--- config.mk ---
export PLATFORM = sky130hd
export DESIGN_NAME = boiler_machine_mode_controller_core_flat
export DESIGN_NICKNAME = d
export VERILOG_FILES = /design/src/hdl/bmmc_pkg.sv /design/src/hdl/bmmc_if.sv /design/src/hdl/boiler_machine_mode_controller_core.sv /design/src/flat_wrapper.sv
export SDC_FILE = /design/constraint.sdc
export NUM_CORES = 1
export LEC_CHECK = 0
export BUFFER_PORTS_ARGS = -buffer_cell sky130_fd_sc_hd__buf_2
export CELL_PAD_IN_SITES_DETAIL_PLACEMENT = 1
export CELL_PAD_IN_SITES_GLOBAL_PLACEMENT = 2
export CORE_MARGIN = 2
export CORE_UTILIZATION = 30
export CTS_BUF_LIST = sky130_fd_sc_hd__clkbuf_4 sky130_fd_sc_hd__clkbuf_8
export CTS_CLUSTER_DIAMETER = 100
export DETAILED_ROUTE_END_ITERATION = 10
export HOLD_SLACK_MARGIN = 0.08
export PLACE_DENSITY = 0.93
export SYNTH_ARGS = -nofsm -noshare
export SYNTH_HDL_FRONTEND = slang
export SYNTH_SLANG_ARGS = --single-unit
--- constraint.sdc ---
create_clock -name clk -period 5.5 [get_ports clk]
set_input_delay 1.1 -clock clk [delete_from_list [all_inputs] [get_ports clk]]
set_output_delay 1.1 -clock clk [all_outputs]
set_load 0.05 [all_outputs]
--- src/hdl/bmmc_pkg.sv ---
package bmmc_pkg;

	// Field types of the event bundle and the status transaction.
	typedef logic [1:0] remote_t;
	typedef logic [1:0] timer_t;
	typedef logic [2:0] button_t;
	typedef logic [2:0] mode_t;
	typedef logic [1:0] heater_t;
	typedef logic [2:0] led_t;
	typedef logic [1:0] report_t;

	// Configuration port geometry.
	localparam int PADDR_W = 3;
	localparam int PDATA_W = 32;

	// Register index, taken from the word address bit.
	localparam logic REG_PUMP_DISABLE = 1'b0;

	// Appliance modes.
	localparam mode_t M_ERROR      = 3'd0;
	localparam mode_t M_OFF        = 3'd1;
	localparam mode_t M_SLEEP      = 3'd2;
	localparam mode_t M_HEAT_BREW  = 3'd3;
	localparam mode_t M_IDLE_BREW  = 3'd4;
	localparam mode_t M_HEAT_STEAM = 3'd5;
	localparam mode_t M_IDLE_STEAM = 3'd6;
	localparam mode_t M_COOLING    = 3'd7;

	// Heater targets.
	localparam heater_t H_OFF   = 2'd0;
	localparam heater_t H_BREW  = 2'd1;
	localparam heater_t H_STEAM = 2'd2;

	// Remote commands.
	localparam remote_t RC_NONE = 2'd0;
	localparam remote_t RC_ON   = 2'd1;
	localparam remote_t RC_OFF  = 2'd2;

	// Timer events.
	localparam timer_t TE_NONE = 2'd0;
	localparam timer_t TE_OFF  = 2'd1;
	localparam timer_t TE_ON   = 2'd2;

	// Button gestures.
	localparam button_t BTN_NONE  = 3'd0;
	localparam button_t BTN_CLICK = 3'd1;
	localparam button_t BTN_SHORT = 3'd2;
	localparam button_t BTN_LONG  = 3'd3;
	localparam button_t BTN_ERROR = 3'd4;

	// Report codes.
	localparam report_t PWR_NONE = 2'd0;
	localparam report_t PWR_OFF  = 2'd1;
	localparam report_t PWR_ON   = 2'd2;
	localparam report_t BRW_NONE    = 2'd0;
	localparam report_t BRW_STOPPED = 2'd1;
	localparam report_t BRW_STARTED = 2'd2;

	// LED pattern shown in each mode; sleep shows the half pattern.
	localparam led_t LED_OF_MODE [8] = '{3'd7, 3'd0, 3'd1, 3'd2, 3'd3, 3'd4, 3'd5, 3'd6};

endpackage

--- src/hdl/bmmc_if.sv ---
// Event bundle channel: one transaction per controller tick.
interface bmmc_in_if;
	logic                      valid;
	logic                      ready;
	bmmc_pkg::remote_t         remote_command;
	bmmc_pkg::timer_t          timer_event;
	logic                      brew_lever;
	bmmc_pkg::button_t         button_event;
	logic                      ready_at_brew;
	logic                      ready_at_steam;

	modport source (
		output valid, remote_command, timer_event, brew_lever, button_event,
			ready_at_brew, ready_at_steam,
		input  ready
	);
	modport sink (
		input  valid, remote_command, timer_event, brew_lever, button_event,
			ready_at_brew, ready_at_steam,
		output ready
	);
endinterface

// Status channel: one transaction per accepted event bundle.
interface bmmc_out_if;
	logic                      valid;
	logic                      ready;
	bmmc_pkg::mode_t           machine_mode;
	bmmc_pkg::heater_t         heater_target;
	logic                      pump_drive;
	bmmc_pkg::led_t            led_pattern;
	bmmc_pkg::report_t         power_report;
	bmmc_pkg::report_t         brew_report;

	modport source (
		output valid, machine_mode, heater_target, pump_drive, led_pattern,
			power_report, brew_report,
		input  ready
	);
	modport sink (
		input  valid, machine_mode, heater_target, pump_drive, led_pattern,
			power_report, brew_report,
		output ready
	);
endinterface

--- src/hdl/boiler_machine_mode_controller_core.sv ---
// An accepted event bundle is held in the input register; its status transaction
// is held in the status register. Throughput: one event bundle per cycle while the
// status receiver does not stall; the mode update is combinational between them.
// Reset (arst_n low, asynchronous): mode off, heater off, pump and lever memory
// cleared, pump_disable cleared, both registers empty.
module boiler_machine_mode_controller_core (
	input  logic                          clk,
	input  logic                          arst_n,
	bmmc_in_if.sink                       tick,
	bmmc_out_if.source                    status,
	input  logic                          psel,
	input  logic                          penable,
	input  logic                          pwrite,
	input  logic [bmmc_pkg::PADDR_W-1:0]  paddr,
	input  logic [bmmc_pkg::PDATA_W-1:0]  pwdata,
	output logic [bmmc_pkg::PDATA_W-1:0]  prdata,
	output logic                          pready
);
	import bmmc_pkg::*;

	// Input register.
	logic    valid_s1;
	remote_t remote_s1;
	timer_t  timer_s1;
	logic    lever_s1;
	button_t button_s1;
	logic    rb_s1;
	logic    rs_s1;

	// Controller state.
	mode_t   mode_q;
	heater_t heater_q;
	logic    pump_q;
	logic    lever_mem_q;
	logic    pump_disable_q;

	// Status register.
	logic    out_valid_q;
	mode_t   out_mode_q;
	heater_t out_heater_q;
	logic    out_pump_q;
	led_t    out_led_q;
	report_t out_power_q;
	report_t out_brew_q;

	// Next-state values.
	mode_t   mode_d;
	heater_t heater_d;
	logic    pump_d;
	logic    lever_mem_d;
	report_t power_d;
	report_t brew_d;

	logic    advance;
	logic    cfg_write;

	// Configuration port.
	assign pready    = 1'b1;
	assign cfg_write = psel && penable && pwrite;
	always_comb begin
		prdata = '0;
		if (paddr[2] == REG_PUMP_DISABLE) begin
			prdata[0] = pump_disable_q;
		end
	end

	always_ff @(posedge clk or negedge arst_n) begin
		if (!arst_n) begin
			pump_disable_q <= 1'b0;
		end else if (cfg_write && paddr[2] == REG_PUMP_DISABLE) begin
			pump_disable_q <= pwdata[0];
		end
	end

	// Handshake: the bundle in the input register moves on when the status
	// register is free or is being emptied in this cycle.
	assign advance     = valid_s1 && (!out_valid_q || status.ready);
	assign tick.ready  = !valid_s1 || advance;

	always_ff @(posedge clk or negedge arst_n) begin
		if (!arst_n) begin
			valid_s1 <= 1'b0;
		end else if (tick.ready) begin
			valid_s1 <= tick.valid;
		end
	end

	always_ff @(posedge clk) begin
		if (tick.ready && tick.valid) begin
			remote_s1 <= tick.remote_command;
			timer_s1  <= tick.timer_event;
			lever_s1  <= tick.brew_lever;
			button_s1 <= tick.button_event;
			rb_s1     <= tick.ready_at_brew;
			rs_s1     <= tick.ready_at_steam;
		end
	end

	// Mode update: remote, timer, lever, button, then heater readiness.
	always_comb begin
		mode_d      = mode_q;
		heater_d    = heater_q;
		pump_d      = pump_q;
		lever_mem_d = lever_mem_q;
		power_d     = PWR_NONE;
		brew_d      = BRW_NONE;

		case (remote_s1)
			RC_ON: begin
				heater_d = H_BREW;
				mode_d   = M_HEAT_BREW;
			end
			RC_OFF: begin
				heater_d = H_OFF;
				mode_d   = M_OFF;
			end
			default: ;
		endcase

		case (timer_s1)
			TE_OFF: begin
				mode_d   = M_OFF;
				heater_d = H_OFF;
				power_d  = PWR_OFF;
			end
			TE_ON: begin
				if (mode_d inside {M_OFF, M_SLEEP}) begin
					mode_d   = M_HEAT_BREW;
					heater_d = H_BREW;
					power_d  = PWR_ON;
				end
			end
			default: ;
		endcase

		// The lever is not followed while the machine is off.
		if (mode_d != M_OFF && lever_mem_d != lever_s1) begin
			pump_d      = lever_s1;
			lever_mem_d = lever_s1;
			brew_d      = lever_s1 ? BRW_STARTED : BRW_STOPPED;
		end

		case (button_s1)
			BTN_NONE: ;
			BTN_CLICK: begin
				if (mode_d inside {M_OFF, M_SLEEP}) begin
					heater_d = H_BREW;
					mode_d   = M_HEAT_BREW;
					power_d  = PWR_ON;
				end else begin
					pump_d = !pump_d;
				end
			end
			BTN_SHORT: begin
				// A short press toggles between the brew and steam targets, selects brew from
				// off and is an error elsewhere; readiness is judged against the new target.
				if (mode_d == M_OFF) begin
					heater_d = H_BREW;
					mode_d   = M_HEAT_BREW;
				end else if (mode_d inside {M_HEAT_STEAM, M_IDLE_STEAM}) begin
					heater_d = H_BREW;
					mode_d   = rb_s1 ? M_IDLE_BREW : M_COOLING;
				end else if (mode_d inside {M_HEAT_BREW, M_IDLE_BREW, M_COOLING}) begin
					heater_d = H_STEAM;
					mode_d   = rs_s1 ? M_IDLE_STEAM : M_HEAT_STEAM;
				end else begin
					heater_d = H_OFF;
					mode_d   = M_ERROR;
				end
			end
			BTN_LONG: begin
				heater_d = H_OFF;
				pump_d   = 1'b0;
				mode_d   = M_OFF;
				power_d  = PWR_OFF;
			end
			default: begin
				heater_d = H_OFF;
				mode_d   = M_ERROR;
			end
		endcase

		// Heating finishes once the boiler reports the target temperature.
		if ((heater_d == H_BREW && rb_s1) || (heater_d == H_STEAM && rs_s1)) begin
			if (mode_d inside {M_COOLING, M_HEAT_BREW}) begin
				mode_d = M_IDLE_BREW;
			end else if (mode_d == M_HEAT_STEAM) begin
				mode_d = M_IDLE_STEAM;
			end
		end
	end

	// State registers follow each bundle as it is processed.
	always_ff @(posedge clk or negedge arst_n) begin
		if (!arst_n) begin
			mode_q      <= M_OFF;
			heater_q    <= H_OFF;
			pump_q      <= 1'b0;
			lever_mem_q <= 1'b0;
		end else if (advance) begin
			mode_q      <= mode_d;
			heater_q    <= heater_d;
			pump_q      <= pump_d;
			lever_mem_q <= lever_mem_d;
		end
	end

	// Status register.
	always_ff @(posedge clk or negedge arst_n) begin
		if (!arst_n) begin
			out_valid_q <= 1'b0;
		end else if (advance) begin
			out_valid_q <= 1'b1;
		end else if (status.ready) begin
			out_valid_q <= 1'b0;
		end
	end

	always_ff @(posedge clk) begin
		if (advance) begin
			out_mode_q   <= mode_d;
			out_heater_q <= heater_d;
			out_pump_q   <= pump_d && !pump_disable_q;
			out_led_q    <= LED_OF_MODE[mode_d];
			out_power_q  <= power_d;
			out_brew_q   <= brew_d;
		end
	end

	assign status.valid         = out_valid_q;
	assign status.machine_mode  = out_mode_q;
	assign status.heater_target = out_heater_q;
	assign status.pump_drive    = out_pump_q;
	assign status.led_pattern   = out_led_q;
	assign status.power_report  = out_power_q;
	assign status.brew_report   = out_brew_q;

`ifndef SYNTH
	// The heater is off whenever the machine is off or in error.
	a_heater_off_when_down: assert property (@(posedge clk) disable iff (!arst_n)
		(mode_q == M_OFF || mode_q == M_ERROR) |-> heater_q == H_OFF)
		else $error("heater on while machine is off or in error");

	// Brew-side modes keep the heater at brew temperature.
	a_brew_modes_heater: assert property (@(posedge clk) disable iff (!arst_n)
		(mode_q == M_HEAT_BREW || mode_q == M_IDLE_BREW || mode_q == M_COOLING)
		|-> heater_q == H_BREW)
		else $error("brew mode without brew heater target");

	// Steam-side modes keep the heater at steam temperature.
	a_steam_modes_heater: assert property (@(posedge clk) disable iff (!arst_n)
		(mode_q == M_HEAT_STEAM || mode_q == M_IDLE_STEAM) |-> heater_q == H_STEAM)
		else $error("steam mode without steam heater target");

	// A status transaction only appears after a bundle was in the input register.
	a_status_from_input: assert property (@(posedge clk) disable iff (!arst_n)
		$rose(out_valid_q) |-> $past(valid_s1))
		else $error("status transaction without a processed bundle");
`endif

endmodule

--- src/flat_wrapper.sv ---
// flat-port wrapper written by rule: the top's interface ports become plain ports
module boiler_machine_mode_controller_core_flat import bmmc_pkg::*;
  (clk, arst_n, psel, penable, pwrite, paddr, pwdata, prdata, pready, tick_valid, tick_remote_command, tick_timer_event, tick_brew_lever, tick_button_event, tick_ready_at_brew, tick_ready_at_steam, tick_ready, status_valid, status_machine_mode, status_heater_target, status_pump_drive, status_led_pattern, status_power_report, status_brew_report, status_ready);
  bmmc_in_if tick_i ();
  bmmc_out_if status_i ();
  input  logic clk;
  input  logic arst_n;
  input  logic psel;
  input  logic penable;
  input  logic pwrite;
  input  logic [bmmc_pkg::PADDR_W-1:0] paddr;
  input  logic [bmmc_pkg::PDATA_W-1:0] pwdata;
  output logic [bmmc_pkg::PDATA_W-1:0] prdata;
  output logic pready;
  input wire logic [$bits(tick_i.valid)-1:0] tick_valid;
  input wire logic [$bits(tick_i.remote_command)-1:0] tick_remote_command;
  input wire logic [$bits(tick_i.timer_event)-1:0] tick_timer_event;
  input wire logic [$bits(tick_i.brew_lever)-1:0] tick_brew_lever;
  input wire logic [$bits(tick_i.button_event)-1:0] tick_button_event;
  input wire logic [$bits(tick_i.ready_at_brew)-1:0] tick_ready_at_brew;
  input wire logic [$bits(tick_i.ready_at_steam)-1:0] tick_ready_at_steam;
  output wire logic [$bits(tick_i.ready)-1:0] tick_ready;
  output wire logic [$bits(status_i.valid)-1:0] status_valid;
  output wire logic [$bits(status_i.machine_mode)-1:0] status_machine_mode;
  output wire logic [$bits(status_i.heater_target)-1:0] status_heater_target;
  output wire logic [$bits(status_i.pump_drive)-1:0] status_pump_drive;
  output wire logic [$bits(status_i.led_pattern)-1:0] status_led_pattern;
  output wire logic [$bits(status_i.power_report)-1:0] status_power_report;
  output wire logic [$bits(status_i.brew_report)-1:0] status_brew_report;
  input wire logic [$bits(status_i.ready)-1:0] status_ready;
  assign tick_i.valid = tick_valid;
  assign tick_i.remote_command = tick_remote_command;
  assign tick_i.timer_event = tick_timer_event;
  assign tick_i.brew_lever = tick_brew_lever;
  assign tick_i.button_event = tick_button_event;
  assign tick_i.ready_at_brew = tick_ready_at_brew;
  assign tick_i.ready_at_steam = tick_ready_at_steam;
  assign tick_ready = tick_i.ready;
  assign status_valid = status_i.valid;
  assign status_machine_mode = status_i.machine_mode;
  assign status_heater_target = status_i.heater_target;
  assign status_pump_drive = status_i.pump_drive;
  assign status_led_pattern = status_i.led_pattern;
  assign status_power_report = status_i.power_report;
  assign status_brew_report = status_i.brew_report;
  assign status_i.ready = status_ready;
  boiler_machine_mode_controller_core u_core (.clk(clk), .arst_n(arst_n), .tick(tick_i), .status(status_i), .psel(psel), .penable(penable), .pwrite(pwrite), .paddr(paddr), .pwdata(pwdata), .prdata(prdata), .pready(pready));
endmodule
==> impl_metrics.csv <==
group,metric,value,unit
synthesis,netlist.top_cell.by_area,"edfxtp_1",
clock_tree,htreeDepth,2,
clock_tree,cts_resized,0,
finish,design_area,0.00235,mm²
finish,nets,294,
floorplan,rows,30,
synthesis,syn_area,0.00212,mm²
floorplan,fp.dieW,88.1,µm
detailed_routing,wl_met1,2150,µm
finish,multi_input_area,0.00100,mm²
floorplan,dieArea,0.00775,mm²
worst_setup_path,crit_path_cell_trace,"ha_1 > or2b_1 > a21oi_1 > mux2i_1 > nand3_1 > a31o_2 > nor3_1 > a21oi_1 > ha_1 > inv_1 > mux2i_1",
power_and_ir_drop,powerDensity,328,mW/mm²
worst_setup_path,cp_slowest_stage_delay,0.51,ns
power_and_ir_drop,vdd_drop_max,0.148,mV
detailed_routing,drc,0,
synthesis,synth_top_cell_area_share,0.326,
clock_tree,tritoncts,"built",
worst_setup_path,path_class,"register to register",
worst_setup_path,crit_buf_inv,1,
detailed_routing,wire_per_inst,13.8,µm
synthesis,seq_area_frac_synth,0.445,
floorplan,coreArea,0.00683,mm²
grt,grt_max_degree,18,
grt,grt_pass1_wl,7220,µm
worst_setup_path,reg2reg_slack,2.10,ns
floorplan,start_util,0.310,
clock_tree,clk_path_buf_depth,2,
finish,regArea,942,µm²
sta,setup_slack,2.10,ns
synthesis,yosys-top-cells-area,"edfxtp_1 (33%), buf_4 (11%), dfrtp_1 (11%)",
detailed_routing,vias_per_cell,4.55,
place,io_buffers,34,
worst_hold_path,hold_class,"register to register",
place,gp_congestion,0.867,
synthesis,async_flop_share,0.303,
floorplan,io_pins,100,
sta,rsz0062_at_grt,"no",
place,dp_cells,324,
synthesis,synth_edf_count,23,
place,dp_slack,2.14,ns
grt,grt_usage,0.122,
detailed_routing,initialDrtViolationCount,49,
worst_setup_path,cp_num_cells,11,
place,placed_cell_area,0.00227,mm²
sta,max_freq,294,MHz
sta,worstMarginPinSlew,0.629,ns
synthesis,synth-seq-cells,33,
clock_tree,numCtsBuffers,5,
sta,fin_worst_skew,0.00534,ns
detailed_routing,first_pass_iters,4,
clock_tree,clock_sinks,33,
detailed_routing,met3_wirelength,209,µm
synthesis,synth_cells,198,
worst_setup_path,cp_max_fo,10,
finish,nFillCells,813,
detailed_routing,via_count,1509,
outcome,status,"complete, no violations",
worst_setup_path,startpoint,"u_core.remote_s1[0]",
grt,antenna_found_initial,0,
sta,post-route-period-util,0.619,
worst_setup_path,crit_arrival,3.44,ns
finish,synthToLayoutAreaGrowth,11.0,%
finish,drive_gt1_frac,0.258,
sta,finalSetupViolations,0,
synthesis,synth_ff_type,"edfxtp_1",
synthesis,yosys_warnings,0,
floorplan,die_h,88.1,µm
grt,grt.overflow.total,0,
finish,insertedDiodeCount,0,
clock_tree,clockRootBuffer,"clkbuf_8",
worst_setup_path,r2r_cells,11,
flow_run,max_cap_viol_count,0,
sta,tns,0,ns
worst_setup_path,critical_path.top_delay_family,"compound AO/OA/AOI/OAI gates",
worst_setup_path,crit_required,5.53,ns
clock_tree,cts_setup_buffers,0,
place,dp_hpwl,3640,µm
clock_tree,cts_hold_buf,0,
synthesis,yosysUniqueCellTypes,62,
clock_tree,clk_pin_slew_worst_paths,0.08,ns
detailed_routing,wl_met2,2200,µm
worst_setup_path,critPathCaptureType,"register",
worst_setup_path,cp-start-kind,"register",
worst_setup_path,r2r_start,"u_core.remote_s1[0]",
sta,slew_headroom,0.581,
grt,first_global_vias,1430,
worst_setup_path,cp-endpoint,"u_core.status.led_pattern[2]",
sta,hold_violations,0,
sta,fin_crit,3.40,ns
detailed_routing,routed_wl,4580,µm
detailed_routing,top_layer,"met4",
finish,final_util,0.345,
sta,final_max_slew_viol_count,0,
finish,final_cells,332,
clock_tree,clock_latency,0.28,ns
detailed_routing,ant_nets,0,
power_and_ir_drop,p_leak,1.05,nW
worst_setup_path,critPathSlowestCell,"ha_1",
worst_setup_path,rr_endpoint,"u_core.status.led_pattern[2]",
synthesis,syn_area_per_cell,10.7,µm²
==> Yosys cell counts (2+ instances only) <==
master     n
nand4_1    2
edfxtp_1  23
nand2b_1   5
dfrtp_1    9
or2b_1     2
mux2_2     2
ha_1       7
o31ai_1    2
and2_1     3
o21ai_0    6
nor2b_1    3
nand2_1   14
a21oi_1    5
or2_2      2
buf_4     32
a21o_1     5
o21ai_1    2
nand3_1    6
conb_1     2
nor2_1    11
mux2i_1    4
nor3b_1    2
o21a_1     3
inv_1      8
==> sequential cells by signal, summed over array words and instances (netlist names), 2 cells and up <==
name and cells:
u_core.status.brew_report 2, u_core.heater_q 2, u_core.remote_s1 2, u_core.status.power_report 2, u_core.status.machine_mode 3, u_core.status.heater_target 2
u_core.mode_q 3, u_core.status.led_pattern 3, u_core.timer_s1 2, u_core.button_s1 3
==> metrics by stage <==
stage	power, mW	hold slack [ns]
2_1_floorplan	0.556	0.446
3_3_place_gp	0.587	0.475
3_5_place_dp	0.593	0.490
4_1_cts	0.779	0.515
5_1_grt	0.818	0.551
6_report	0.772	0.508
==> layout make-up <==
class	instances	share of cell area
inverters	8	0.0128
multi-input cells	153	0.427
clock inverters	3	0.00744
flip-flops and latches	33	0.400
clock buffers	5	0.0292
repair buffers	34	0.0723
well taps	96	0.0510
==> worst register-to-register path: stages (launching register included) <==
cell and delay, ns:
edfxtp_1 0.40, ha_1 0.51, or2b_1 0.30, a21oi_1 0.37
mux2i_1 0.41, nand3_1 0.22, a31o_2 0.32, nor3_1 0.21
a21oi_1 0.13, ha_1 0.19, inv_1 0.05, mux2i_1 0.06
==> metal layers <==
layer | up-vias | GRT usage
li1 | 731 | -
met3 | 2 | 0.0283
met5 | - | 0
met4 | 0 | 0.0331
met2 | 45 | 0.198
met1 | 731 | 0.163
==> cells by family (layout without fill, tap and decap cells) <==
kind of cell    count (synthesis)  count (layout)  share of synthesized area
compound gates                 47              47                      0.185
xor+xnor                        1               1                    0.00413
fa+ha+maj                       7               7                     0.0413
buf+inv                        42              50                      0.135
flops                          33              33                      0.445
mux                             6               6                     0.0295
other cells                     2              32                    0.00354
simple gates                   60              60                      0.158
==> where the power goes <==
| part | leakage, nW | internal (mW) | switching [mW] | total [mW] |
|---|---|---|---|---|
| clock | 0.0439 | 0.0874 | 0.0963 | 0.184 |
| sequential | 0.345 | 0.303 | 0.0235 | 0.327 |
| combinational | 0.658 | 0.0711 | 0.191 | 0.262 |
==> layout by cell type (no fill, tap or decap), drive strengths merged, types with 2 or more instances in the layout <==
cell type	Yosys	routed
a21o	5	5
a21oi	5	5
a31oi	2	2
and2	4	4
buf	33	34
clkbuf	1	5
clkinv	0	2
conb	2	32
dfrtp	9	9
edfxtp	23	23
ha	7	7
inv	8	8
mux2	2	2
mux2i	4	4
nand2	14	14
nand2b	5	5
nand3	6	6
nand4	2	2
nor2	11	11
nor2b	4	4
nor3b	2	2
o21a	4	4
o21ai	9	9
o31ai	4	4
o41ai	2	2
or2	2	2
or2b	2	2
==> worst min path at each step <==
stage,start,to,depth (start not counted)
2_1_floorplan,u_core.heater_q[0],u_core.heater_q[0],2
3_3_place_gp,u_core.heater_q[1],u_core.heater_q[1],2
3_5_place_dp,u_core.valid_s1,u_core.status.valid,1
4_1_cts,u_core.valid_s1,u_core.status.valid,1
5_1_grt,u_core.valid_s1,u_core.status.valid,1
6_report,u_core.heater_q[1],u_core.heater_q[1],2
Note: power is estimated with default switching activity, not from simulation.
